### config.mk
export PLATFORM = sky130hd
export DESIGN_NAME = cascade_incremental_pid_servo_top
export DESIGN_NICKNAME = d
export VERILOG_FILES = /design/src/rtl/cipid_pkg.sv /design/src/rtl/cascade_incremental_pid_servo_top.sv /design/src/rtl/cipid_mul.sv
export VERILOG_INCLUDE_DIRS = /design/src /design/src/rtl
export SDC_FILE = /design/constraint.sdc
export NUM_CORES = 2
export LEC_CHECK = 0
export BUFFER_PORTS_ARGS = -buffer_cell sky130_fd_sc_hd__buf_2
export CAP_MARGIN = 20
export CORE_ASPECT_RATIO = 1.4
export CORE_UTILIZATION = 40
export DETAILED_ROUTE_END_ITERATION = 8
export SYNTH_ARGS = -nofsm -noshare
export SYNTH_HDL_FRONTEND = slang
export SYNTH_HIERARCHICAL = 1
export SYNTH_SLANG_ARGS = --single-unit
### constraint.sdc
create_clock -name clk -period 12.65 [get_ports clk]
set_input_delay 2.53 -clock clk [delete_from_list [all_inputs] [get_ports clk]]
set_output_delay 2.53 -clock clk [all_outputs]
set_load 0.02 [all_outputs]
### src/rtl/cascade_incremental_pid_servo_top_macros.svh
// Assertion macros for the cascaded incremental PID servo.
// Included by the RTL files that carry concurrent checks; empty under SYNTHESIS.
`ifndef CASCADE_INCREMENTAL_PID_SERVO_TOP_MACROS_SVH
`define CASCADE_INCREMENTAL_PID_SERVO_TOP_MACROS_SVH
`ifndef SYNTHESIS
// check prop at every clock edge outside reset
`define CIPID_ASSERT(lbl, clk, rst_n, prop) \
	lbl: assert property (@(posedge clk) disable iff (!rst_n) prop) \
		else $error("cipid assertion failed");
// check prop at every clock edge, reset included
`define CIPID_ASSERT_ALWAYS(lbl, clk, prop) \
	lbl: assert property (@(posedge clk) prop) else $error("cipid assertion failed");
`else
`define CIPID_ASSERT(lbl, clk, rst_n, prop)
`define CIPID_ASSERT_ALWAYS(lbl, clk, prop)
`endif
`endif

### src/rtl/cipid_pkg.sv
// Shared widths, types and register indexes of the cascaded incremental PID servo.
// Used by cipid_mul and cascade_incremental_pid_servo_top; depends on nothing.
package cipid_pkg;

	localparam int FRAC_BITS = 16;
	localparam int DATA_W    = 32;
	localparam int LIM_W     = 31;
	localparam int PROD_W    = 2 * DATA_W;
	localparam int DIGIT_W   = 4;
	localparam int DIGITS    = DATA_W / DIGIT_W;
	localparam int CNT_W     = $clog2(DIGITS);
	localparam int PP_W      = DATA_W + DIGIT_W + 1;
	localparam int HI_W      = DATA_W + DIGIT_W + 2;
	localparam int TERM_W    = PROD_W - FRAC_BITS;
	localparam int SUM_W     = PROD_W - FRAC_BITS + 2;
	localparam int EXT_W     = DATA_W + 3;
	localparam int NUM_REGS  = 8;
	localparam int REG_IDX_W = $clog2(NUM_REGS);
	localparam int ADDR_W    = REG_IDX_W + 2;

	typedef logic signed [DATA_W-1:0] word_t;
	typedef logic signed [PROD_W-1:0] prod_t;
	typedef logic [LIM_W-1:0] limit_t;
	typedef logic [REG_IDX_W-1:0] reg_idx_t;

	localparam reg_idx_t REG_POS_KP    = reg_idx_t'(0);
	localparam reg_idx_t REG_POS_KI    = reg_idx_t'(1);
	localparam reg_idx_t REG_POS_KD    = reg_idx_t'(2);
	localparam reg_idx_t REG_POS_LIMIT = reg_idx_t'(3);
	localparam reg_idx_t REG_SPD_KP    = reg_idx_t'(4);
	localparam reg_idx_t REG_SPD_KI    = reg_idx_t'(5);
	localparam reg_idx_t REG_SPD_KD    = reg_idx_t'(6);
	localparam reg_idx_t REG_SPD_LIMIT = reg_idx_t'(7);

endpackage

### src/rtl/cascade_incremental_pid_servo_top.sv
// Top level of the cascaded incremental PID servo: APB registers, loop sequencer,
// loop state and result register. Depends on cipid_pkg, cipid_mul and the macro header.
//
// One item runs one or two passes of an incremental PID loop (the angle loop, then
// the speed loop in position mode; the speed loop alone in speed mode). Each pass uses
// three 4-bit digit-serial 32x32 multipliers that form the Kp, Ki and Kd terms side
// by side. A new item is not accepted until the previous one is through, including
// any wait while the previous result still sits in the output register.
// in_stall is high while an item is in work.
`include "cascade_incremental_pid_servo_top_macros.svh"

module cascade_incremental_pid_servo_top (
	input  logic                          clk,
	input  logic                          arst_n,
	input  logic                          psel,
	input  logic                          penable,
	input  logic                          pwrite,
	input  logic [cipid_pkg::ADDR_W-1:0]  paddr,
	input  logic [31:0]                   pwdata,
	output logic [31:0]                   prdata,
	output logic                          pready,
	input  logic                          in_valid,
	output logic                          in_stall,
	input  logic                          opcode,
	input  cipid_pkg::word_t              target,
	input  cipid_pkg::word_t              angle_meas,
	input  cipid_pkg::word_t              speed_meas,
	output logic                          out_valid,
	input  logic                          out_stall,
	output cipid_pkg::word_t              drive,
	output cipid_pkg::word_t              speed_setpoint
);

	typedef enum logic [3:0] {
		ST_IDLE,
		ST_ERR,
		ST_DIFF,
		ST_MUL,
		ST_WAIT,
		ST_ADD1,
		ST_ADD2,
		ST_ADD3,
		ST_CLAMP,
		ST_OUT
	} state_t;

	function automatic cipid_pkg::word_t sat32(input logic signed [cipid_pkg::EXT_W-1:0] x);
		if (x > 35'sd2147483647) begin
			return 32'sh7fffffff;
		end else if (x < -35'sd2147483648) begin
			return 32'sh80000000;
		end else begin
			return x[cipid_pkg::DATA_W-1:0];
		end
	endfunction

	// configuration registers
	cipid_pkg::word_t   pos_kp_q, pos_ki_q, pos_kd_q;
	cipid_pkg::word_t   spd_kp_q, spd_ki_q, spd_kd_q;
	cipid_pkg::limit_t  pos_limit_q, spd_limit_q;

	// sequencer, loop state and result
	state_t             state_q;
	logic               outer_q;
	logic               out_valid_q;
	cipid_pkg::word_t   drive_q, setpoint_q;
	cipid_pkg::word_t   outer_acc_q, outer_e1_q, outer_e0_q;
	cipid_pkg::word_t   inner_acc_q, inner_e1_q, inner_e0_q;

	// captured item and datapath
	logic               opcode_q;
	cipid_pkg::word_t   target_q, angle_q, speed_q;
	cipid_pkg::word_t   e_q, de_q, dd_q;
	logic signed [cipid_pkg::SUM_W-1:0] sum_q;

	logic               cfg_wr;
	logic               accept;
	cipid_pkg::reg_idx_t wr_idx, rd_idx;
	cipid_pkg::word_t   ref_v, fdb_v, acc_v, e1_v, e0_v, kp_v, ki_v, kd_v;
	cipid_pkg::limit_t  lim_v;
	logic signed [cipid_pkg::EXT_W-1:0] ref_x, fdb_x, e_x, e1_x, e0_x;
	cipid_pkg::prod_t   prod_p, prod_i, prod_d;
	logic               done_p, done_i, done_d, mul_done, mul_start;
	logic signed [cipid_pkg::TERM_W-1:0] term_p, term_i, term_d;
	logic signed [cipid_pkg::SUM_W-1:0]  lim_s, clamped;
	cipid_pkg::word_t   res_v;
	logic               inner_in_range;

	// APB
	assign pready = 1'b1;
	assign cfg_wr = psel && penable && pwrite;
	assign wr_idx = paddr[cipid_pkg::ADDR_W-1:2];
	assign rd_idx = paddr[cipid_pkg::ADDR_W-1:2];

	always_ff @(posedge clk or negedge arst_n) begin
		if (!arst_n) begin
			pos_kp_q    <= '0;
			pos_ki_q    <= '0;
			pos_kd_q    <= '0;
			pos_limit_q <= '0;
			spd_kp_q    <= '0;
			spd_ki_q    <= '0;
			spd_kd_q    <= '0;
			spd_limit_q <= '0;
		end else if (cfg_wr) begin
			case (wr_idx)
				cipid_pkg::REG_POS_KP:    pos_kp_q    <= pwdata;
				cipid_pkg::REG_POS_KI:    pos_ki_q    <= pwdata;
				cipid_pkg::REG_POS_KD:    pos_kd_q    <= pwdata;
				cipid_pkg::REG_POS_LIMIT: pos_limit_q <= pwdata[cipid_pkg::LIM_W-1:0];
				cipid_pkg::REG_SPD_KP:    spd_kp_q    <= pwdata;
				cipid_pkg::REG_SPD_KI:    spd_ki_q    <= pwdata;
				cipid_pkg::REG_SPD_KD:    spd_kd_q    <= pwdata;
				cipid_pkg::REG_SPD_LIMIT: spd_limit_q <= pwdata[cipid_pkg::LIM_W-1:0];
				default: ;
			endcase
		end
	end

	always_comb begin
		case (rd_idx)
			cipid_pkg::REG_POS_KP:    prdata = pos_kp_q;
			cipid_pkg::REG_POS_KI:    prdata = pos_ki_q;
			cipid_pkg::REG_POS_KD:    prdata = pos_kd_q;
			cipid_pkg::REG_POS_LIMIT: prdata = {1'b0, pos_limit_q};
			cipid_pkg::REG_SPD_KP:    prdata = spd_kp_q;
			cipid_pkg::REG_SPD_KI:    prdata = spd_ki_q;
			cipid_pkg::REG_SPD_KD:    prdata = spd_kd_q;
			cipid_pkg::REG_SPD_LIMIT: prdata = {1'b0, spd_limit_q};
			default:                  prdata = '0;
		endcase
	end

	// loop select
	assign ref_v = outer_q ? target_q : (opcode_q ? outer_acc_q : target_q);
	assign fdb_v = outer_q ? angle_q : speed_q;
	assign acc_v = outer_q ? outer_acc_q : inner_acc_q;
	assign e1_v  = outer_q ? outer_e1_q : inner_e1_q;
	assign e0_v  = outer_q ? outer_e0_q : inner_e0_q;
	assign kp_v  = outer_q ? pos_kp_q : spd_kp_q;
	assign ki_v  = outer_q ? pos_ki_q : spd_ki_q;
	assign kd_v  = outer_q ? pos_kd_q : spd_kd_q;
	assign lim_v = outer_q ? pos_limit_q : spd_limit_q;

	assign ref_x = cipid_pkg::EXT_W'(ref_v);
	assign fdb_x = cipid_pkg::EXT_W'(fdb_v);
	assign e_x   = cipid_pkg::EXT_W'(e_q);
	assign e1_x  = cipid_pkg::EXT_W'(e1_v);
	assign e0_x  = cipid_pkg::EXT_W'(e0_v);

	assign mul_start = (state_q == ST_MUL);
	assign mul_done  = done_p && done_i && done_d;

	cipid_mul u_mul_p (
		.clk     (clk),
		.arst_n  (arst_n),
		.start   (mul_start),
		.a       (kp_v),
		.b       (de_q),
		.product (prod_p),
		.done    (done_p)
	);

	cipid_mul u_mul_i (
		.clk     (clk),
		.arst_n  (arst_n),
		.start   (mul_start),
		.a       (ki_v),
		.b       (e_q),
		.product (prod_i),
		.done    (done_i)
	);

	cipid_mul u_mul_d (
		.clk     (clk),
		.arst_n  (arst_n),
		.start   (mul_start),
		.a       (kd_v),
		.b       (dd_q),
		.product (prod_d),
		.done    (done_d)
	);

	// floor scaling is the arithmetic shift
	assign term_p = prod_p[cipid_pkg::PROD_W-1:cipid_pkg::FRAC_BITS];
	assign term_i = prod_i[cipid_pkg::PROD_W-1:cipid_pkg::FRAC_BITS];
	assign term_d = prod_d[cipid_pkg::PROD_W-1:cipid_pkg::FRAC_BITS];

	assign lim_s = cipid_pkg::SUM_W'({1'b0, lim_v});

	always_comb begin
		if (sum_q > lim_s) begin
			clamped = lim_s;
		end else if (sum_q < -lim_s) begin
			clamped = -lim_s;
		end else begin
			clamped = sum_q;
		end
	end

	assign res_v = clamped[cipid_pkg::DATA_W-1:0];

	assign accept         = in_valid && !in_stall;
	assign in_stall       = (state_q != ST_IDLE);
	assign out_valid      = out_valid_q;
	assign drive          = drive_q;
	assign speed_setpoint = setpoint_q;

	always_ff @(posedge clk) begin
		if (accept) begin
			opcode_q <= opcode;
			target_q <= target;
			angle_q  <= angle_meas;
			speed_q  <= speed_meas;
		end
		case (state_q)
			ST_ERR: begin
				e_q <= sat32(ref_x - fdb_x);
			end
			ST_DIFF: begin
				de_q <= sat32(e_x - e1_x);
				dd_q <= sat32(e_x - (e1_x <<< 1) + e0_x);
			end
			ST_ADD1: begin
				sum_q <= cipid_pkg::SUM_W'(acc_v) + cipid_pkg::SUM_W'(term_p);
			end
			ST_ADD2: begin
				sum_q <= sum_q + cipid_pkg::SUM_W'(term_i);
			end
			ST_ADD3: begin
				sum_q <= sum_q + cipid_pkg::SUM_W'(term_d);
			end
			default: ;
		endcase
	end

	always_ff @(posedge clk or negedge arst_n) begin
		if (!arst_n) begin
			state_q     <= ST_IDLE;
			outer_q     <= 1'b0;
			out_valid_q <= 1'b0;
			drive_q     <= '0;
			setpoint_q  <= '0;
			outer_acc_q <= '0;
			outer_e1_q  <= '0;
			outer_e0_q  <= '0;
			inner_acc_q <= '0;
			inner_e1_q  <= '0;
			inner_e0_q  <= '0;
		end else begin
			if (out_valid_q && !out_stall && state_q != ST_OUT) begin
				out_valid_q <= 1'b0;
			end
			case (state_q)
				ST_IDLE: begin
					if (in_valid) begin
						outer_q <= opcode;
						state_q <= ST_ERR;
					end
				end
				ST_ERR:  state_q <= ST_DIFF;
				ST_DIFF: state_q <= ST_MUL;
				ST_MUL:  state_q <= ST_WAIT;
				ST_WAIT: begin
					if (mul_done) begin
						state_q <= ST_ADD1;
					end
				end
				ST_ADD1: state_q <= ST_ADD2;
				ST_ADD2: state_q <= ST_ADD3;
				ST_ADD3: state_q <= ST_CLAMP;
				ST_CLAMP: begin
					if (outer_q) begin
						outer_acc_q <= res_v;
						outer_e0_q  <= outer_e1_q;
						outer_e1_q  <= e_q;
						outer_q     <= 1'b0;
						state_q     <= ST_ERR;
					end else begin
						inner_acc_q <= res_v;
						inner_e0_q  <= inner_e1_q;
						inner_e1_q  <= e_q;
						state_q     <= ST_OUT;
					end
				end
				ST_OUT: begin
					// load once the previous transfer is gone
					if (!out_valid_q || !out_stall) begin
						drive_q     <= inner_acc_q;
						setpoint_q  <= outer_acc_q;
						out_valid_q <= 1'b1;
						state_q     <= ST_IDLE;
					end
				end
				default: state_q <= ST_IDLE;
			endcase
		end
	end

	assign inner_in_range =
		($signed({inner_acc_q[cipid_pkg::DATA_W-1], inner_acc_q}) <= $signed({2'b00, spd_limit_q}))
		&& ($signed({inner_acc_q[cipid_pkg::DATA_W-1], inner_acc_q}) >= -$signed({2'b00, spd_limit_q}));

	`CIPID_ASSERT(a_accept_starts, clk, arst_n, accept |=> (state_q == ST_ERR))
	`CIPID_ASSERT(a_inner_clamped, clk, arst_n, (state_q == ST_CLAMP && !outer_q) |=> inner_in_range)
	`CIPID_ASSERT(a_speed_mode_outer_held, clk, arst_n, (state_q != ST_IDLE && !opcode_q) |=> $stable(outer_acc_q))
	`CIPID_ASSERT(a_result_from_out, clk, arst_n, $rose(out_valid_q) |-> $past(state_q == ST_OUT))

endmodule

### src/rtl/cipid_mul.sv
// Digit-serial signed multiplier: one DIGIT_W-bit digit of b per cycle.
// Depends on cipid_pkg and the assertion macro header.
`include "cascade_incremental_pid_servo_top_macros.svh"

module cipid_mul (
	input  logic               clk,
	input  logic               arst_n,
	input  logic               start,
	input  cipid_pkg::word_t   a,
	input  cipid_pkg::word_t   b,
	output cipid_pkg::prod_t   product,
	output logic               done
);

	logic                                busy_q;
	logic                                done_q;
	logic [cipid_pkg::CNT_W-1:0]         cnt_q;
	cipid_pkg::word_t                    a_q;
	logic [cipid_pkg::DATA_W-1:0]        b_q;
	logic signed [cipid_pkg::HI_W-1:0]   hi_q;
	logic [cipid_pkg::DATA_W-1:0]        lo_q;

	logic                                last;
	logic [cipid_pkg::DIGIT_W-1:0]       digit;
	logic signed [cipid_pkg::DIGIT_W:0]  digit_x;
	logic signed [cipid_pkg::PP_W-1:0]   pp;
	logic signed [cipid_pkg::HI_W-1:0]   sum;

	assign last    = (cnt_q == cipid_pkg::CNT_W'(cipid_pkg::DIGITS - 1));
	assign digit   = b_q[cipid_pkg::DIGIT_W-1:0];
	// top digit carries the sign weight
	assign digit_x = last ? $signed({digit[cipid_pkg::DIGIT_W-1], digit})
	                      : $signed({1'b0, digit});
	assign pp      = a_q * digit_x;
	assign sum     = hi_q + cipid_pkg::HI_W'(pp);
	assign product = {hi_q[cipid_pkg::DATA_W-1:0], lo_q};
	assign done    = done_q;

	always_ff @(posedge clk or negedge arst_n) begin
		if (!arst_n) begin
			busy_q <= 1'b0;
			done_q <= 1'b0;
			cnt_q  <= '0;
		end else begin
			done_q <= busy_q && last;
			if (start) begin
				busy_q <= 1'b1;
				cnt_q  <= '0;
			end else if (busy_q) begin
				cnt_q <= cnt_q + 1'b1;
				if (last) begin
					busy_q <= 1'b0;
				end
			end
		end
	end

	always_ff @(posedge clk) begin
		if (start) begin
			a_q  <= a;
			b_q  <= b;
			hi_q <= '0;
		end else if (busy_q) begin
			hi_q <= sum >>> cipid_pkg::DIGIT_W;
			lo_q <= {sum[cipid_pkg::DIGIT_W-1:0], lo_q[cipid_pkg::DATA_W-1:cipid_pkg::DIGIT_W]};
			b_q  <= b_q >> cipid_pkg::DIGIT_W;
		end
	end

	`CIPID_ASSERT_ALWAYS(a_busy_not_done, clk, !(busy_q && done_q))
	`CIPID_ASSERT(a_start_when_free, clk, arst_n, start |-> !busy_q)
	`CIPID_ASSERT(a_done_pulse, clk, arst_n, done_q |=> !done_q)

endmodule
# After elaboration in Yosys (flattened, before gate mapping)
# Cells that the tools add are included.
[totals]
wordCells = 187
input_bits = 141
regBits = 1164
out_inout_bits = 99
[classes]
add_sub_neg = 14
eq_ne = 23
magnitude_cmp = 8
reduce_logical = 38
n_mux = 51
n_bitwise = 2
n_mul = 3
[ops]
columns = ["op", "n"]
rows = [
  ["2-to-1 mux 32 bit", 20],
  ["case mux 32 bit (8 select lines)", 1],
  ["case mux 50 bit (3 select lines)", 1],
  ["adder 34 x 37 -> 38 bit", 3],
  ["multiplier 32 x 5 -> 37 bit", 3],
  ["adder 50 x 48 -> 50 bit", 2],
  ["> comparator 33 x 32 -> 1 bit (second input constant)", 2],
  ["< comparator 33 x 32 -> 1 bit (second input constant)", 2],
  ["subtractor 32 x 32 -> 33 bit", 2],
  ["> comparator 50 x 32 -> 1 bit", 1],
  ["< comparator 50 bit", 1],
  ["negation 31 -> 50 bit", 1],
  ["adder 32 x 48 -> 49 bit", 1],
  ["case mux 4 bit (10 select lines)", 1],
  ["adder 34 x 32 -> 35 bit", 1],
  ["> comparator 35 x 32 -> 1 bit (second input constant)", 1],
  ["< comparator 35 x 32 -> 1 bit (second input constant)", 1],
  ["subtractor 32 x 33 -> 34 bit", 1],
  ["2-to-1 mux 31 bit", 1],
  ["AND reduction 2 bit", 15],
  ["equality test 3 bit (second input constant)", 7],
  ["2-to-1 mux 3 bit", 6],
  ["equality test 4 x 3 -> 1 bit (second input constant)", 4],
  ["2-to-1 mux 4 bit", 4],
  ["21 further kinds", 57],
]

# Longest topological paths before layout
[depth]
ltp_word = 6
mapped_depth = 31
ltp_nobuf = 23

# By module
# Netlist, hierarchy kept.
[modules_own_cells]
columns = ["mod", "n_inst", "cells_per_inst", "area_each_um2", "seq_area_each_um2"]
rows = [
  ["cascade_incremental_pid_servo_top", 1, 4376, 47107.7, 20209.4],
  ["cipid_mul (u_mul_d ...)", 2, 1133, 11621.1, 3688.5],
  ["cipid_mul (u_mul_p)", 1, 1119, 11581.1, 3688.5],
]

# Worst setup path before layout
# Ideal clock, no wire load.
[synth_path]
kind = "register -> register"
start = "register state_q[3]"
end = "register u_mul_d/hi_q[31] (netlist name)"
n_path_buf = 4
path_stages_with_launch = 10
path_slack_ps = 3176
period_less_slack_ps = 9474
t_required_ps = 12526
setup_ps = 124
arrival_time_ps = 9349
cell_sequence = "dfrtp_1 clkbuf_1 clkbuf_1 nor3_1 clkbuf_1 nand2b_1 clkbuf_1 inv_1 o2111a_1 a2111o_1"
[synth_via]
elab_chain_cells = 1
[synth_lines]
columns = ["element", "line_no", "text"]
rows = [
  ["start, declared", "cascade_incremental_pid_servo_top.sv:63", "state_t state_q;"],
  ["start signal, assigned", "cascade_incremental_pid_servo_top.sv:239", "state_q <= ST_IDLE;"],
  ["start signal, assigned", "cascade_incremental_pid_servo_top.sv:258", "state_q <= ST_ERR;"],
  ["start signal, assigned", "cascade_incremental_pid_servo_top.sv:261", "ST_ERR: state_q <= ST_DIFF;"],
  ["equality test 4 x 2 -> 1 bit", "cascade_incremental_pid_servo_top.sv:151", "assign mul_start = (state_q == ST_MUL);"],
  ["net mul_start", "cascade_incremental_pid_servo_top.sv:83", "logic done_p, done_i, done_d, mul_done, mul_start;"],
  ["end signal, assigned", "cipid_mul.sv:64", "hi_q <= sum >>> cipid_pkg::DIGIT_W;"],
  ["end, declared", "cipid_mul.sv:20", "logic signed [cipid_pkg::HI_W-1:0] hi_q;"],
]
# The timed path passes the listed nets, and every way through them passes these cells.
# A chain may end at the register's enable or synchronous reset.

# Worst setup path after layout
[layout_path]
start = "register outer_q"
end = "register inner_acc_q[3]"
[layout_via]
elab_chain_cells = 5
elab_cells_between_ends = 8
classes_between = "add/sub: 1; order compare: 2; mux: 3; bitwise: 1; reduce/logical: 1"
[layout_lines]
columns = ["element", "line_no", "text"]
rows = [
  ["start, declared", "cascade_incremental_pid_servo_top.sv:64", "logic outer_q;"],
  ["start signal, assigned", "cascade_incremental_pid_servo_top.sv:257", "outer_q <= opcode;"],
  ["2-to-1 mux 31 bit", "cascade_incremental_pid_servo_top.sv:143", "assign lim_v = outer_q ? pos_limit_q : spd_limit_q;"],
  ["negation 31 -> 50 bit", "cascade_incremental_pid_servo_top.sv:195", "clamped = -lim_s;"],
  ["< comparator 50 bit", "cascade_incremental_pid_servo_top.sv:194", "end else if (sum_q < -lim_s) begin"],
  ["2-to-1 mux 32 bit", "cascade_incremental_pid_servo_top.sv:194", ""],
  ["2-to-1 mux 32 bit", "cascade_incremental_pid_servo_top.sv:192", "if (sum_q > lim_s) begin"],
  ["end signal, assigned", "cascade_incremental_pid_servo_top.sv:280", "inner_acc_q <= res_v;"],
  ["end, declared", "cascade_incremental_pid_servo_top.sv:68", "cipid_pkg::word_t inner_acc_q, inner_e1_q, inner_e0_q;"],
]
# Several ways; a longest one is shown, not always the timed one.

==> flow_summary_export.csv <==
group,metric,value,unit
clock_tree,cts_setup_buffers,0,
timing,worst_pin_slew,1.30,ns
clock_tree,cts_tree,"done",
timing,rsz0062_at_grt,"no",
place,port_buffers,236,
clock_tree,cts_hold_buf,0,
timing,finalHoldViolations,0,
drt,via_per_inst,5.47,
drt,dr.pass1.iters,8,
drt,avgRoutedWirePerCell,23.1,um
synthesis,synth_nets,8796,
setup_path,cp_max_fo,110,
drt,wl_met1,95500,um
global_route,grt_use_total,23.8,%
synthesis,syn_area,80500,um^2
layout,drive_gt1_share,16.6,%
clock_tree,clk-insertion-delay-late,0.83,ns
clock_tree,cts_buffers,119,
clock_tree,cts_root_buffer,"clkbuf_16",
place,pre_cts_ws,4.46,ns
timing,fin_ws,4.12,ns
clock_tree,cts-resized-gates,0,
layout,nets,8834,
timing,finalMaxSlewViolations,0,
outcome,status,"complete, no violations",
layout,areaGrowthSynthToFinish,9.28,%
floorplan,initial_core_util,40.3,%
layout,layout.cells.non_filler,10500,
setup_path,worstSetupStartpointType,"flip-flop",
place,place_inst,10300,
synthesis,ys_warn_count,6,
timing,fmax,117,MHz
global_route,grt_pass1_wl,365000,um
place,place_area,83900,um^2
setup_path,critPathRequiredTime,13.39,ns
synthesis,avgSynthCellArea,10.4,um^2
setup_path,crit_start,"outer_q",
flow_run,max_cap_violations,0,
drt,dr_total_vias,57600,
timing,setup_viol,0,
clock_tree,h-tree-depth,3,
floorplan,core-area,200000,um^2
clock_tree,clock_path_buffers,3,
global_route,grt_max_degree,138,
synthesis,synthCells,7713,
drt,wirelength,243000,um
timing,slew_headroom,13.4,%
clock_tree,clkSinkCount,1116,
min_path,holdCritPathClass,"reg -> reg",
drt,drc,0,
floorplan,fp-row-count,194,
timing,fin_setup_tns,0,ns
setup_path,arrival,9.27,ns
floorplan,fp.dieH,533,um
place,dpl.hpwl,189000,um
floorplan,ios,240,
global_route,overflow,0,
layout,final_cell_area,88000,um^2
place,gp_congestion,0.936,
setup_path,r2r_start,"outer_q",
setup_path,criticalPathCategory,"reg -> reg",
global_route,grt_pass1_vias,58800,
drt,highest_layer,"met5",
setup_path,crit_path_end_kind,"flip-flop",
timing,finalCriticalPeriod,8.53,ns
timing,finClkSkew,0.103,ns
timing,timing.final.crit_share,67.5,%
floorplan,die_x,381,um
clock_tree,clk_pin_slew,0.07,ns
drt,routed-wl-met2,122000,um
min_path,min_from,"u_mul_i/lo_q[30]",
global_route,antenna_found_initial,23,
drt,drtIter0Drc,3575,
drt,wl_met3,9470,um
floorplan,die_area,203000,um^2
drt,ant_nets,0,
-- routing by layer --
metal | vias to the layer above | track usage [%]
li1 | 26600 | -
met1 | 29100 | 27.7
met2 | 1386 | 41.7
met3 | 411 | 2.69
met4 | 4 | 14.3
met5 | - | 0
-- flip-flops by register name (all words and copies together) (netlist names), 34 cells and up --
register and count:
u_mul_d/hi_q 34, u_mul_p/hi_q 34, sum_q 50, u_mul_i/hi_q 34
-- layout by cell type, fill, tap and decap left out, drive strengths merged, types with 16 or more instances in the layout --
| master | instances |
|---|---|
| a211oi | 45 |
| clkbuf | 160 |
| a22oi | 25 |
| nand3 | 79 |
| o31ai | 32 |
| clkinv | 49 |
| a31oi | 41 |
| o21a | 39 |
| ha | 507 |
| a21oi | 389 |
| a21o | 178 |
| xnor2 | 158 |
| o21bai | 52 |
| a221oi | 16 |
| and2 | 390 |
| or2 | 18 |
| nand4 | 59 |
| mux2 | 689 |
| o211ai | 25 |
| nor3 | 71 |
| and3 | 26 |
| mux2i | 214 |
| edfxtp | 483 |
| nor2b | 43 |
| a221o | 19 |
| o21ai | 424 |
| dfxtp | 102 |
| fa | 435 |
| dfrtp | 531 |
| buf | 322 |
| o22ai | 26 |
| nand2b | 71 |
| nor2 | 435 |
| inv | 826 |
| nand2 | 515 |
| xor2 | 142 |
-- per-stage QoR --
step | hold slack, ns | util (%)
finish | 0.440 | 44.0
global route | 0.453 | 44.0
CTS | 0.443 | 44.0
detailed placement | 0.432 | 42.0
global placement | 0.431 | 42.0
floorplan | 0.420 | -
-- cell type report --
class	count	area, um^2
Tap cell	2646	3310
Antenna cell	12	30.0
Multi-Input combinational cell	5372	45800
Clock buffer	160	3330
Timing Repair Buffer	322	1920
Fill cell	19000	112000
Sequential cell	1116	29800
Clock inverter	66	641
Inverter	820	3080
-- critical path, stage by stage, from the launching register on --
cell and delay (ns):
dfrtp_4 0.80, buf_12 0.58, inv_1 0.15, o31ai_2 0.87
nand2_1 0.11, nor2_1 0.28, and2_1 0.33, and2_1 0.29
nand3_1 0.47, nor2_1 0.33, ha_1 0.24, nand4_1 0.18
nor4_1 1.00, o2111ai_1 0.23, nor3_1 0.19, o31ai_1 0.19
nand3_1 0.18, xnor2_2 0.12, buf_4 0.60, o21ai_0 0.18
a22oi_1 0.60, mux2_2 0.28
-- path summary, 6_finish.rpt --
path	slack, ns	cells past startpoint	to
max	4.12	21	inner_acc_q[3]
min reg2reg	0.44	0	u_mul_i/lo_q[26]
max in group asynchronous	8.94	3	pos_ki_q[18]
min	0.44	0	u_mul_i/lo_q[26]
max reg2reg	4.12	21	inner_acc_q[3]
min in group asynchronous	1.72	1	pos_limit_q[18]
Power is left out: the tool's default activity adds up to more than one toggle a clock period on the data nets, which glitch-free logic cannot reach.
